==> config.mk <==
export PLATFORM = sky130hd
export DESIGN_NAME = perturbed_crc32_stream
export DESIGN_NICKNAME = d
export VERILOG_FILES = /design/src/pcrc_pkg.sv /design/src/pcrc_regs.sv /design/src/perturbed_crc32_stream.sv
export SDC_FILE = /design/constraint.sdc
export NUM_CORES = 1
export LEC_CHECK = 0
export BUFFER_PORTS_ARGS = -buffer_cell sky130_fd_sc_hd__buf_2
export CORE_ASPECT_RATIO = 1.2
export CORE_MARGIN = 2
export CORE_UTILIZATION = 52
export CTS_BUF_LIST = sky130_fd_sc_hd__clkbuf_16
export DETAILED_ROUTE_END_ITERATION = 7
export PLACE_DENSITY = 0.7
export SLEW_MARGIN = 30
export SYNTH_ARGS = -nofsm -noshare
export SYNTH_HDL_FRONTEND = slang
export SYNTH_HIERARCHICAL = 1
export SYNTH_SLANG_ARGS = --single-unit
==> constraint.sdc <==
create_clock -name aclk -period 5.4 [get_ports aclk]
set_input_delay 0.27 -clock aclk [delete_from_list [all_inputs] [get_ports aclk]]
set_output_delay 0.27 -clock aclk [all_outputs]
set_load 0.02 [all_outputs]
==> src/pcrc_pkg.sv <==
// Shared types, register codes, reset values and checksum functions
// for the perturbed CRC32 stream block. No dependencies.
package pcrc_pkg;

    localparam int PADDR_W = 5;
    localparam int PDATA_W = 32;

    localparam logic [31:0] POLY_RESET  = 32'h82F6_3B78;
    localparam logic [31:0] INIT_RESET  = 32'hDEAD_BEEF;
    localparam logic [7:0]  MASK_RESET  = 8'hA5;
    localparam logic [31:0] ROUND_RESET = 32'hA5A5_A5A5;
    localparam logic [4:0]  SHIFT_RESET = 5'd7;
    localparam logic [31:0] FINAL_RESET = 32'hFFFF_FFFF;

    typedef enum logic [2:0] {
        REG_POLY  = 3'd0,
        REG_INIT  = 3'd1,
        REG_MASK  = 3'd2,
        REG_ROUND = 3'd3,
        REG_SHIFT = 3'd4,
        REG_FINAL = 3'd5
    } reg_idx_t;

    typedef struct packed {
        logic [31:0] polynomial;
        logic [31:0] initial_value;
        logic [7:0]  byte_mask;
        logic [31:0] round_xor;
        logic [4:0]  shift_amount;
        logic [31:0] final_xor;
    } cfg_t;

    // Table entry built on the fly: eight reflected shift-and-XOR steps.
    function automatic logic [31:0] crc_entry(input logic [7:0] idx,
                                              input logic [31:0] poly);
        logic [31:0] v;
        v = {24'd0, idx};
        for (int k = 0; k < 8; k++) begin
            v = v[0] ? ((v >> 1) ^ poly) : (v >> 1);
        end
        return v;
    endfunction

    function automatic logic [31:0] crc_update(input logic [31:0] crc,
                                               input logic [7:0]  data,
                                               input cfg_t        cfg);
        logic [7:0] masked;
        masked = data ^ cfg.byte_mask;
        return (crc >> cfg.shift_amount)
             ^ crc_entry(crc[7:0] ^ masked, cfg.polynomial)
             ^ cfg.round_xor;
    endfunction

endpackage

==> src/pcrc_regs.sv <==
// APB-style configuration register file of the perturbed CRC32 stream block.
// Depends on pcrc_pkg for the register codes, reset values and cfg_t.
module pcrc_regs import pcrc_pkg::*; (
    input  logic               aclk,
    input  logic               aresetn,
    input  logic               psel,
    input  logic               penable,
    input  logic               pwrite,
    input  logic [PADDR_W-1:0] paddr,
    input  logic [PDATA_W-1:0] pwdata,
    output logic [PDATA_W-1:0] prdata,
    output logic               pready,
    output cfg_t               cfg
);

    cfg_t     cfg_reg;
    cfg_t     cfg_next;
    reg_idx_t idx;
    logic     wr_en;

    assign pready = 1'b1;
    assign idx    = reg_idx_t'(paddr[PADDR_W-1:2]);
    assign wr_en  = psel && penable && pwrite && pready;
    assign cfg    = cfg_reg;

    always_comb begin
        cfg_next = cfg_reg;
        if (wr_en) begin
            unique case (idx)
                REG_POLY:  cfg_next.polynomial    = pwdata;
                REG_INIT:  cfg_next.initial_value = pwdata;
                REG_MASK:  cfg_next.byte_mask     = pwdata[7:0];
                REG_ROUND: cfg_next.round_xor     = pwdata;
                REG_SHIFT: cfg_next.shift_amount  = pwdata[4:0];
                REG_FINAL: cfg_next.final_xor     = pwdata;
                default:   cfg_next = cfg_reg;
            endcase
        end
    end

    always_comb begin
        unique case (idx)
            REG_POLY:  prdata = cfg_reg.polynomial;
            REG_INIT:  prdata = cfg_reg.initial_value;
            REG_MASK:  prdata = {24'd0, cfg_reg.byte_mask};
            REG_ROUND: prdata = cfg_reg.round_xor;
            REG_SHIFT: prdata = {27'd0, cfg_reg.shift_amount};
            REG_FINAL: prdata = cfg_reg.final_xor;
            default:   prdata = '0;
        endcase
    end

    always_ff @(posedge aclk) begin
        if (!aresetn) begin
            cfg_reg.polynomial    <= POLY_RESET;
            cfg_reg.initial_value <= INIT_RESET;
            cfg_reg.byte_mask     <= MASK_RESET;
            cfg_reg.round_xor     <= ROUND_RESET;
            cfg_reg.shift_amount  <= SHIFT_RESET;
            cfg_reg.final_xor     <= FINAL_RESET;
        end else begin
            cfg_reg <= cfg_next;
        end
    end

endmodule

==> src/perturbed_crc32_stream.sv <==
// Perturbed CRC32 stream: takes one message byte per word and folds it into a
// running checksum in the same cycle. Throughput is one word per cycle while
// the skid register is empty; the cycle is set by the eight-step table entry
// feeding the checksum register. Once its last word is accepted, a result is
// registered into m_*; a skid register lets input continue for one result
// while the output stalls. Synchronous reset restores the configuration
// registers, empties the output and sets the checksum to 0xDEADBEEF.
module perturbed_crc32_stream import pcrc_pkg::*; (
    input  logic               aclk,
    input  logic               aresetn,
    input  logic               psel,
    input  logic               penable,
    input  logic               pwrite,
    input  logic [PADDR_W-1:0] paddr,
    input  logic [PDATA_W-1:0] pwdata,
    output logic [PDATA_W-1:0] prdata,
    output logic               pready,
    input  logic               s_valid,
    output logic               s_ready,
    input  logic [7:0]         s_data_byte,
    input  logic               s_first_byte,
    input  logic               s_last_byte,
    output logic               m_valid,
    input  logic               m_ready,
    output logic [31:0]        m_checksum
);

    cfg_t        cfg;
    logic [31:0] crc_reg;
    logic [31:0] crc_next;
    logic [31:0] crc_base;
    logic [31:0] result;
    logic        accept;
    logic        emit;
    logic        m_valid_reg;
    logic        m_valid_next;
    logic [31:0] m_checksum_reg;
    logic [31:0] m_checksum_next;
    logic        skid_valid_reg;
    logic        skid_valid_next;
    logic [31:0] skid_checksum_reg;
    logic [31:0] skid_checksum_next;

    pcrc_regs u_regs (
        .aclk    (aclk),
        .aresetn (aresetn),
        .psel    (psel),
        .penable (penable),
        .pwrite  (pwrite),
        .paddr   (paddr),
        .pwdata  (pwdata),
        .prdata  (prdata),
        .pready  (pready),
        .cfg     (cfg)
    );

    assign s_ready    = !skid_valid_reg;
    assign accept     = s_valid && s_ready;
    assign emit       = accept && s_last_byte;
    assign m_valid    = m_valid_reg;
    assign m_checksum = m_checksum_reg;

    assign crc_base = s_first_byte ? cfg.initial_value : crc_reg;
    assign crc_next = accept ? crc_update(crc_base, s_data_byte, cfg) : crc_reg;
    assign result   = crc_update(crc_base, s_data_byte, cfg) ^ cfg.final_xor;

    // The output register refills from the skid word first, which keeps order.
    always_comb begin
        m_valid_next       = m_valid_reg;
        m_checksum_next    = m_checksum_reg;
        skid_valid_next    = skid_valid_reg;
        skid_checksum_next = skid_checksum_reg;
        if (!m_valid_reg || m_ready) begin
            if (skid_valid_reg) begin
                m_valid_next    = 1'b1;
                m_checksum_next = skid_checksum_reg;
                skid_valid_next = 1'b0;
            end else begin
                m_valid_next    = emit;
                m_checksum_next = result;
            end
        end else if (emit) begin
            skid_valid_next    = 1'b1;
            skid_checksum_next = result;
        end
    end

    always_ff @(posedge aclk) begin
        if (!aresetn) begin
            crc_reg        <= INIT_RESET;
            m_valid_reg    <= 1'b0;
            skid_valid_reg <= 1'b0;
        end else begin
            crc_reg        <= crc_next;
            m_valid_reg    <= m_valid_next;
            skid_valid_reg <= skid_valid_next;
        end
    end

    always_ff @(posedge aclk) begin
        m_checksum_reg    <= m_checksum_next;
        skid_checksum_reg <= skid_checksum_next;
    end

endmodule

== Yosys cells after proc, flatten, opt, wreduce, memory -nomap -nowiden ==
Index checks and enable logic that the tools add are counted.
Word-level totals
  register bits: 239
  input port bits: 54
  output and inout bits: 67
  word-level logic and storage cells: 60
Operators by class
  eq/ne operators: 5
  shift-type cells: 1
  mux-type cells: 12
  bitwise gates (word level): 15
  reductions and logical operators: 16
Operators with widths (count)
  32-bit 2-to-1 mux: 10
  31-bit by 32-bit XOR with 32-bit output: 7
  32-bit one-hot mux with 6 select lines: 1
  32-bit XOR: 3
  32-bit by 5-bit right shift with 32-bit output: 1
  7-bit by 32-bit XOR with 32-bit output: 1
  8-bit XOR: 2
  2-bit AND reduction: 7
  3-bit by 2-bit == test with 1-bit output, second input constant: 2
  3-bit == test, second input constant: 2
  1-bit logical AND: 4
  3-bit by 1-bit == test with 1-bit output, second input constant: 1
  3-bit zero test: 1
  1-bit zero test: 2
  1-bit inverter: 2
  2-bit OR reduction: 1
  1-bit logical OR: 1
  1-bit 2-to-1 mux: 1

== Depth between registers and ports, before layout ==
Gate-level depths: netlist of run 1.
  depth in word-level cells: 22
  gate-level depth with buffers: 19
  depth with buffers taken out: 14

== Cells and area by module ==
Netlist of run 1, hierarchy kept.
By module, submodules not included
  perturbed_crc32_stream: instances 1, cells each 1303, area each 11379.7 µm², seq. area each 2602.5 µm²
  pcrc_regs: instances 1, cells each 730, area each 6627.6 µm², seq. area each 2822.7 µm²

== Worst setup path before layout of run 1 ==
Ideal clock, no wire load.
  path kind: in2reg
  start point: input s_first_byte
  end point: register m_checksum_reg[25] (netlist: m_checksum[25]), data pin
  library setup time: 0.260 ns
  arrival time: 4.279 ns
  data required time: 5.140 ns
  setup slack: 0.861 ns
  cell stages on the path: 19
  buffers on the path: 5
  cell sequence: buf_6 mux2i_4 xor2_2 buf_2 nand2_1 a211o_1 o211a_1 buf_2 mux2_4 or4_4 and2_1 nor3_1 or2_2 buf_2 buf_2 nand2_1 xnor2_1 xor3_1 mux2_2
Between the ends
  cells in the longest elaborated chain, start to end: 21
  elaborated cells on any way between the ends: 23
  classes of those cells: shift (1); mux (10); bitwise (12)
Ends and longest elaborated chain
  from (decl): RTL line perturbed_crc32_stream.sv:21  | input logic s_first_byte,
  32-bit 2-to-1 mux (*): RTL line perturbed_crc32_stream.sv:63  | assign crc_base = s_first_byte ? cfg.initial_value : crc_reg;
  8-bit XOR: RTL line pcrc_pkg.sv:50  | ^ crc_entry(crc[7:0] ^ masked, cfg.polynomial)
  7-bit by 32-bit XOR with 32-bit output: RTL line pcrc_pkg.sv:39  | v = v[0] ? ((v >> 1) ^ poly) : (v >> 1);
  32-bit 2-to-1 mux: RTL line pcrc_pkg.sv:39
  32-bit 2-to-1 mux / 31-bit by 32-bit XOR with 32-bit output (equally long branches): RTL line pcrc_pkg.sv:39
  31-bit by 32-bit XOR with 32-bit output / 32-bit 2-to-1 mux (equally long branches): RTL line pcrc_pkg.sv:39
  32-bit 2-to-1 mux / 31-bit by 32-bit XOR with 32-bit output (equally long branches): RTL line pcrc_pkg.sv:39
  31-bit by 32-bit XOR with 32-bit output / 32-bit 2-to-1 mux (equally long branches): RTL line pcrc_pkg.sv:39
  [... 6 more ...]
  32-bit 2-to-1 mux / 31-bit by 32-bit XOR with 32-bit output (equally long branches): RTL line pcrc_pkg.sv:39
  31-bit by 32-bit XOR with 32-bit output / 32-bit 2-to-1 mux (equally long branches): RTL line pcrc_pkg.sv:39
  32-bit 2-to-1 mux: RTL line pcrc_pkg.sv:39
  32-bit XOR (*): RTL line pcrc_pkg.sv:50
  32-bit XOR (*): RTL line pcrc_pkg.sv:51  | ^ cfg.round_xor;
  32-bit XOR (*): RTL line perturbed_crc32_stream.sv:65  | assign result = crc_update(crc_base, s_data_byte, cfg) ^ cfg.final_xor;
  net result[25]: RTL line perturbed_crc32_stream.sv:32  | logic [31:0] result;
  32-bit 2-to-1 mux (*): RTL line perturbed_crc32_stream.sv:74  | if (skid_valid_reg) begin
  to (signal assigned): RTL line perturbed_crc32_stream.sv:101  | m_checksum_reg <= m_checksum_next;
  to (decl): RTL line perturbed_crc32_stream.sv:37  | logic [31:0] m_checksum_reg;
The timed path passes the listed nets; every way through them passes the cells marked *.
A chain may end at the register's enable or synchronous reset.

== Worst setup path after layout of run 1 ==
  start point: register u_regs.cfg_reg (netlist bit u_regs/cfg[69])
  end point: register m_checksum_reg[4] (netlist: m_checksum[4]), data pin
Between the ends
  cells in the longest elaborated chain, start to end: 21
Ends and longest elaborated chain
  from (decl): RTL line pcrc_regs.sv:16  | cfg_t cfg_reg;
  from (signal assigned): RTL line pcrc_regs.sv:62  | cfg_reg <= cfg_next;
  8-bit XOR (*): RTL line pcrc_pkg.sv:48  | masked = data ^ cfg.byte_mask;
  8-bit XOR (*): RTL line pcrc_pkg.sv:50
  32-bit 2-to-1 mux (*): RTL line pcrc_pkg.sv:39
  31-bit by 32-bit XOR with 32-bit output: RTL line pcrc_pkg.sv:39
  32-bit 2-to-1 mux (*): RTL line pcrc_pkg.sv:39
  31-bit by 32-bit XOR with 32-bit output: RTL line pcrc_pkg.sv:39
  32-bit 2-to-1 mux (*): RTL line pcrc_pkg.sv:39
  31-bit by 32-bit XOR with 32-bit output: RTL line pcrc_pkg.sv:39
  [... 6 more ...]
  32-bit 2-to-1 mux (*): RTL line pcrc_pkg.sv:39
  31-bit by 32-bit XOR with 32-bit output: RTL line pcrc_pkg.sv:39
  32-bit 2-to-1 mux (*): RTL line pcrc_pkg.sv:39
  32-bit XOR (*): RTL line pcrc_pkg.sv:50
  32-bit XOR (*): RTL line pcrc_pkg.sv:51
  32-bit XOR (*): RTL line perturbed_crc32_stream.sv:65
  net result[4]: RTL line perturbed_crc32_stream.sv:32
  32-bit 2-to-1 mux (*): RTL line perturbed_crc32_stream.sv:74
Marked as above.

==> results of run 1 <==
-- where the power goes --
group / internal [uW] / leakage (uW) / switching [uW]
clock network: 943 / 0.000425 / 756
logic: 2900 / 0.00559 / 3060
registers: 2410 / 0.00205 / 188
-- cell usage after synthesis, drive strengths merged (8+ instances only) --
cell type | count | area (um2)
a32oi | 15 | 139
and3 | 8 | 55.1
xor2 | 33 | 304
a21oi | 31 | 155
dfxtp | 175 | 3500
nand3 | 24 | 120
o211ai | 89 | 673
inv | 36 | 135
edfxtp | 64 | 1920
xnor3 | 16 | 360
mux2i | 149 | 1530
mux2 | 92 | 1040
clkbuf | 116 | 437
xor3 | 18 | 428
nor2b | 66 | 413
a22oi | 26 | 195
nand2b | 8 | 50.1
nor3b | 8 | 60.1
o22ai | 13 | 81.3
a22o | 8 | 70.1
nor3 | 13 | 65.1
nand2 | 395 | 1500
xnor2 | 240 | 2150
o21ai | 160 | 801
buf | 64 | 385
mux4 | 23 | 518
nor2 | 52 | 200
-- critical path: stages (launching register included) --
cell and delay (ps):
dfxtp_1 360, xnor2_2 420, xor2_4 360, a211oi_1 130, a211o_1 320, o211a_1 330
mux2_4 340, or4_4 500, a21oi_1 250, mux2i_4 120, xnor2_4 240, buf_4 310
mux2i_1 220, xnor3_1 450, xnor2_1 220, mux2_2 290
-- area by class of cell --
cell class | count | area, um2 | area share [%]
clock inverter | 18 | 104 | 0.520
sequential | 239 | 5430 | 27.2
clock buffer | 27 | 676 | 3.38
timing repair buffer | 200 | 1320 | 6.58
inverter | 40 | 150 | 0.752
tap | 456 | 571 | 2.86
multi-input combinational | 1574 | 11700 | 58.7
-- logic make-up after synthesis --
logic type,Yosys count
buffers and inverters,220
other,1
multiplexers,264
AO/OA/AOI/OAI,397
AND/OR/NAND/NOR,605
XOR/XNOR,307
flip-flops,239
-- timing repair --
action,CTS,global route
resized for setup,0,6
hold buffers,16,0
hold endpoints to repair,18,0
setup buffers,0,2
endpoints found under the setup margin,0,34
-- metrics by stage --
step	hold slack [ps]	TNS (ps)	power, uW	instance area (um2)	setup WS (ps)
2_1_floorplan	412	0	7140	18000	861
3_3_place_gp	471	0	8310	18900	93.3
3_5_place_dp	484	-29.5	8430	18900	-29.5
4_1_cts	2.16	0	10200	19900	72.3
5_1_grt	15.5	0	10800	20000	13.2
6_report	4.95	0	10300	20000	282
-- worst min-delay path by stage --
stage	startpoint	endpoint	slack, ps	cells past startpoint
3_5_place_dp	u_regs/cfg[51]	u_regs/cfg[51]	480	2
5_1_grt	pwdata[10]	u_regs/cfg[119]	20	3
2_1_floorplan	pwdata[0]	u_regs/cfg[109]	410	2
3_3_place_gp	u_regs/cfg[54]	u_regs/cfg[54]	470	2
4_1_cts	pwdata[13]	u_regs/cfg[13]	2	3
6_report	pwdata[13]	u_regs/cfg[13]	5	3
-- routing by layer --
layer,wire (um),share of wire [%],GRT usage (%)
met2,26900,44,50.6
met5,0,0,0
met1,25900,43,47.4
met4,1710,2.8,8.95
met3,5950,9.9,5.00
==> metrics.yaml, run 1 <==
synthesis:
  synth_xor_area_share_pct: 18.0
  ys_types: 80
  ys_seq_area_share_pct: 30.1
  postSynthNetCount: 2087
  async_flop_share_pct: 0
  synthAdderAreaFrac_pct: 0
  synth_top_flop_cell: "dfxtp_1"
  synth-seq-cells: 239
  ys_warn_count: 6
  synthMuxAreaShare_pct: 17.1
  synth_edf_count: 64
  synth_top_family_by_area: "XOR/XNOR gates"
  synth-simple-area-share_pct: 15.0
  syn_avg_cell_area_um2: 8.86
  syn_area_mm2: 0.0180
  synth-compound-area-share_pct: 14.3
  netlist_instances: 2033
placed_design:
  gp_congestion: 0.973
  hpwl_um: 43900
  post-place-cells: 2490
  io_buffers: 117
grt:
  globalRoute.totalOverflow: 0
  grt_first_pass_wirelength_um: 91200
  grt_antenna_before_repair: 0
  grt_pass1_vias: 14846
  grt_max_degree: 119
  track_usage_pct: 32.7
finish:
  fillers: 3071
  layout.cells.non_filler: 2554
  syn_to_final_growth_pct: 10.9
  drive_gt1_share_pct: 17.8
  mostFrequentLayoutCells: "nand2_1, xnor2_1, dfxtp_1"
  fin_nets: 2134
  largest_reg_flops: 141
  final_common_cell: "nand2_1"
  n_antenna_cell: 0
  utilization_pct: 58.6
timing:
  rsz0062_at_grt: "no"
  tightest_slew_ps: 980
  min_period_ps: 5120
  maxSlewViolCount: 0
  min_period_over_period_pct: 94.8
  timing.fmax_mhz: 195
  hold_viol: 0
  setup_viol: 0
  relSlewSlack_pct: 34.6
  fin_skew_ps: 9.66
clocking:
  clockBufferDepth: 3
  numCtsBuffers: 25
  htree_num_levels: 1
  cts.sink_count: 239
  path_clk_slew_ps: 60
  cts_tree: "yes"
  insertion_delay_ps: 550
  cts-root-buf: "clkbuf_16"
floorplan:
  die_w_um: 174
  die_h_um: 208
  die_area_mm2: 0.0361
  core-area_mm2: 0.0341
  rows: 74
  start_util_pct: 52.8
  ios: 121
pwr:
  max-vdd-ir-drop_uv: 225
  power_density_mw_per_mm2: 514
  leakagePower_uw: 0.00806
critical_path:
  r2r-end: "m_checksum[4]"
  reg2reg_from: "u_regs/cfg[69]"
  r2r_cells: 15
  endpoint: "m_checksum[4]"
  end_kind: "flop"
  crit_start: "u_regs/cfg[69]"
  path_class: "flop to flop"
  worstPathRequired_ps: 5700
  cp_max_fo: 14
  worstSetupStartpointType: "flop"
  rrSetupSlack_ps: 280
  worst_ep_arrival_time_ps: 5420
detailed_routing:
  drt-vias-per-instance: 6.18
  dr.first_iter.drc_count: 1432
  finalWirelength_um: 60400
  wl_per_cell_um: 23.6
  vias: 15782
  dr.pass1.iters: 5
  route.detailed.drc: 0
  ant_nets: 0
worst_hold_path:
  hp-class: "primary input to flop"
run:
  maxCapViolCount: 0
status:
  outcome: "completed"
Note: power is estimated with default switching activity, not from simulation.
==> run 2, diff against run 1 <==
--- a/config.mk
+++ b/config.mk
@@ -7,10 +7,11 @@
 export LEC_CHECK = 0
 export BUFFER_PORTS_ARGS = -buffer_cell sky130_fd_sc_hd__buf_2
 export CORE_ASPECT_RATIO = 1.2
-export CORE_MARGIN = 2
+export CORE_MARGIN = 1
 export CORE_UTILIZATION = 52
 export CTS_BUF_LIST = sky130_fd_sc_hd__clkbuf_16
 export DETAILED_ROUTE_END_ITERATION = 7
+export GPL_TIMING_DRIVEN = 0
 export PLACE_DENSITY = 0.7
 export SLEW_MARGIN = 30
 export SYNTH_ARGS = -nofsm -noshare
==> metrics.yaml, run 2 (synthesis results as in run 1) <==
finish:
  register_area_mm2: 0.00543  # unchanged
  final_common_cell: "nand2_1"
  drive_gt1_share_pct: 17.1  # -0.72 points
  fin_nets: 2246  # +5.2%
  largest_reg_flops: 141  # unchanged
  fillers: 3081  # +0.33%
  syn_to_final_growth_pct: 12.3
  multi_input_comb_area_mm2: 0.0117  # -0.21%
  n_antenna_cell: 0  # unchanged
  mostFrequentLayoutCells: "nand2_1, xnor2_1, dfxtp_1"
  utilization_pct: 59.4  # +0.74 points
timing:
  min_period_ps: 5320  # +201 ps
  relSlewSlack_pct: 43.8  # +9.2 points
  setup_viol: 0  # unchanged
  hold_viol: 0  # unchanged
  timing.fmax_mhz: 188  # -3.8%
  maxSlewViolCount: 0  # unchanged
  tightest_slew_ps: 842  # -138 ps
  rsz0062_at_grt: "yes"
  fin_skew_ps: 19.8  # +10.1 ps
  min_period_over_period_pct: 98.5  # +3.7 points
  tns_ps: 0  # unchanged
placed_design:
  io_buffers: 114  # -2.6%
  hpwl_um: 53700  # +22%
  gp_congestion: 1.02  # +4.9%
critical_path:
  worstSetupStartpointType: "flop"
  path_class: "flop to flop"
  worst_ep_arrival_time_ps: 5640  # +220 ps
  end_kind: "flop"
  cp_max_fo: 10  # -4
  worstPathRequired_ps: 5720  # +20 ps
  crit_start: "crc_reg[0]"
  reg2reg_from: "crc_reg[0]"
worst_hold_path:
  hp-class: "primary input to flop"
  min_from: "pwdata[17]"
detailed_routing:
  finalWirelength_um: 66500  # +10%
  wl_per_cell_um: 24.9  # +5.5%
  dr.pass1.iters: 5  # unchanged
  route.detailed.drc: 0  # unchanged
  vias: 16301  # +3.3%
  dr.first_iter.drc_count: 1517  # +5.9%
  ant_nets: 0  # unchanged
  drt-vias-per-instance: 6.11  # -1.1%
floorplan:
  ios: 121  # unchanged
  die_w_um: 172  # -1.2%
  die_h_um: 206  # -0.96%
  rows: 74  # unchanged
  die_area_mm2: 0.0354  # -2.1%
  start_util_pct: 52.8  # unchanged
  core-area_mm2: 0.0341  # unchanged
clocking:
  htree_num_levels: 1  # unchanged
  cts.sink_count: 239  # unchanged
  numCtsBuffers: 25  # unchanged
  clockBufferDepth: 3  # unchanged
  cts_tree: "yes"
  path_clk_slew_ps: 70  # about the same
  insertion_delay_ps: 560  # about the same
  cts-root-buf: "clkbuf_16"
pwr:
  power_density_mw_per_mm2: 508  # -1.2%
  max-vdd-ir-drop_uv: 331  # +47%
  leakagePower_uw: 0.00812  # +0.78%
  power_uw: 10300  # about the same
grt:
  grt_pass1_vias: 15646  # +5.4%
  grt_first_pass_wirelength_um: 97500  # +6.8%
  grt_antenna_before_repair: 1  # +1
  track_usage_pct: 37.6  # +4.9 points
  grt_max_degree: 23  # -81%
  globalRoute.totalOverflow: 0  # unchanged
run:
  maxCapViolCount: 0  # unchanged
status:
  outcome: "completed"
[run 2: changes by cell type in the layout (fill, tap and decap cells not counted), sizes merged, moves of 2 or more]
cell	previous run	this run
clkbuf	27	141
clkinv	6	13
buf	184	178
inv	51	46
dlygate4sd3	16	18
[run 2: what timing repair did]
action                                  4_1_cts  5_1_grt
hold buffers                                 18        0
endpoints found under the setup margin        8       23
resized for setup                             7       17
pin swaps                                     0        1
hold endpoints to repair                     20        0
setup buffers                                 0        0
[run 2: area by class of cell]
class	instances	share of cell area [%]
Buffer	178	4.09
Timing Repair Buffer	134	3.98
Sequential cell	239	26.8
Clock buffer	25	3.09
Inverter	40	0.761
Clock inverter	20	0.538
Tap cell	456	2.82
Multi-Input combinational cell	1574	57.9
[run 2: final timing paths]
check / endpoint / slack, ps / cells past startpoint
max reg2reg: m_checksum[16] / 80 / 14
min: u_regs/cfg[126] / 20 / 3
min reg2reg: u_regs/cfg[133] / 490 / 2
max: m_checksum[16] / 80 / 14
[run 2: critical path, stage by stage (launching register included)]
cell and delay [ps]:
dfxtp_1 540, mux2i_4 180, xnor2_4 340, nor3_1 160, or4_4 560, nand2_1 200, clkbuf_1 540, nand3_1 270
a21o_1 260, and2_1 190, xnor2_4 370, mux2i_1 340, xor3_1 570, xnor2_1 240, mux2_2 300
[run 2: stage by stage]
stage | worst slack (ps) | hold slack [ps] | area, um2 | cells
final | 81.5 | 15.9 | 20200 | 2666
after global routing | -32.7 | 14.7 | 20200 | 2666
after CTS | 5.53 | 3.12 | 20200 | 2667
after detailed placement | -86.1 | 475 | 19200 | 2605
after global placement | -44.4 | 456 | 19100 | 2603
after floorplan | 861 | 412 | 18000 | 2033
[run 2: per-layer routing]
| layer | vias up | track usage, % | wire [um] |
|---|---|---|---|
| met5 | - | 0 | 0 |
| met4 | 0 | 16.2 | 2990 |
| met3 | 152 | 4.52 | 5330 |
| met2 | 830 | 61.6 | 30800 |
| met1 | 7911 | 49.9 | 27400 |
| li1 | 7408 | - | - |
[run 2: report_power, final]
part           switching [uW]  internal, uW  leakage, uW
Combinational            3160          2880      0.00568
Clock                     759           847     0.000394
Sequential                212          2410      0.00205
Total                    4130          6140      0.00812
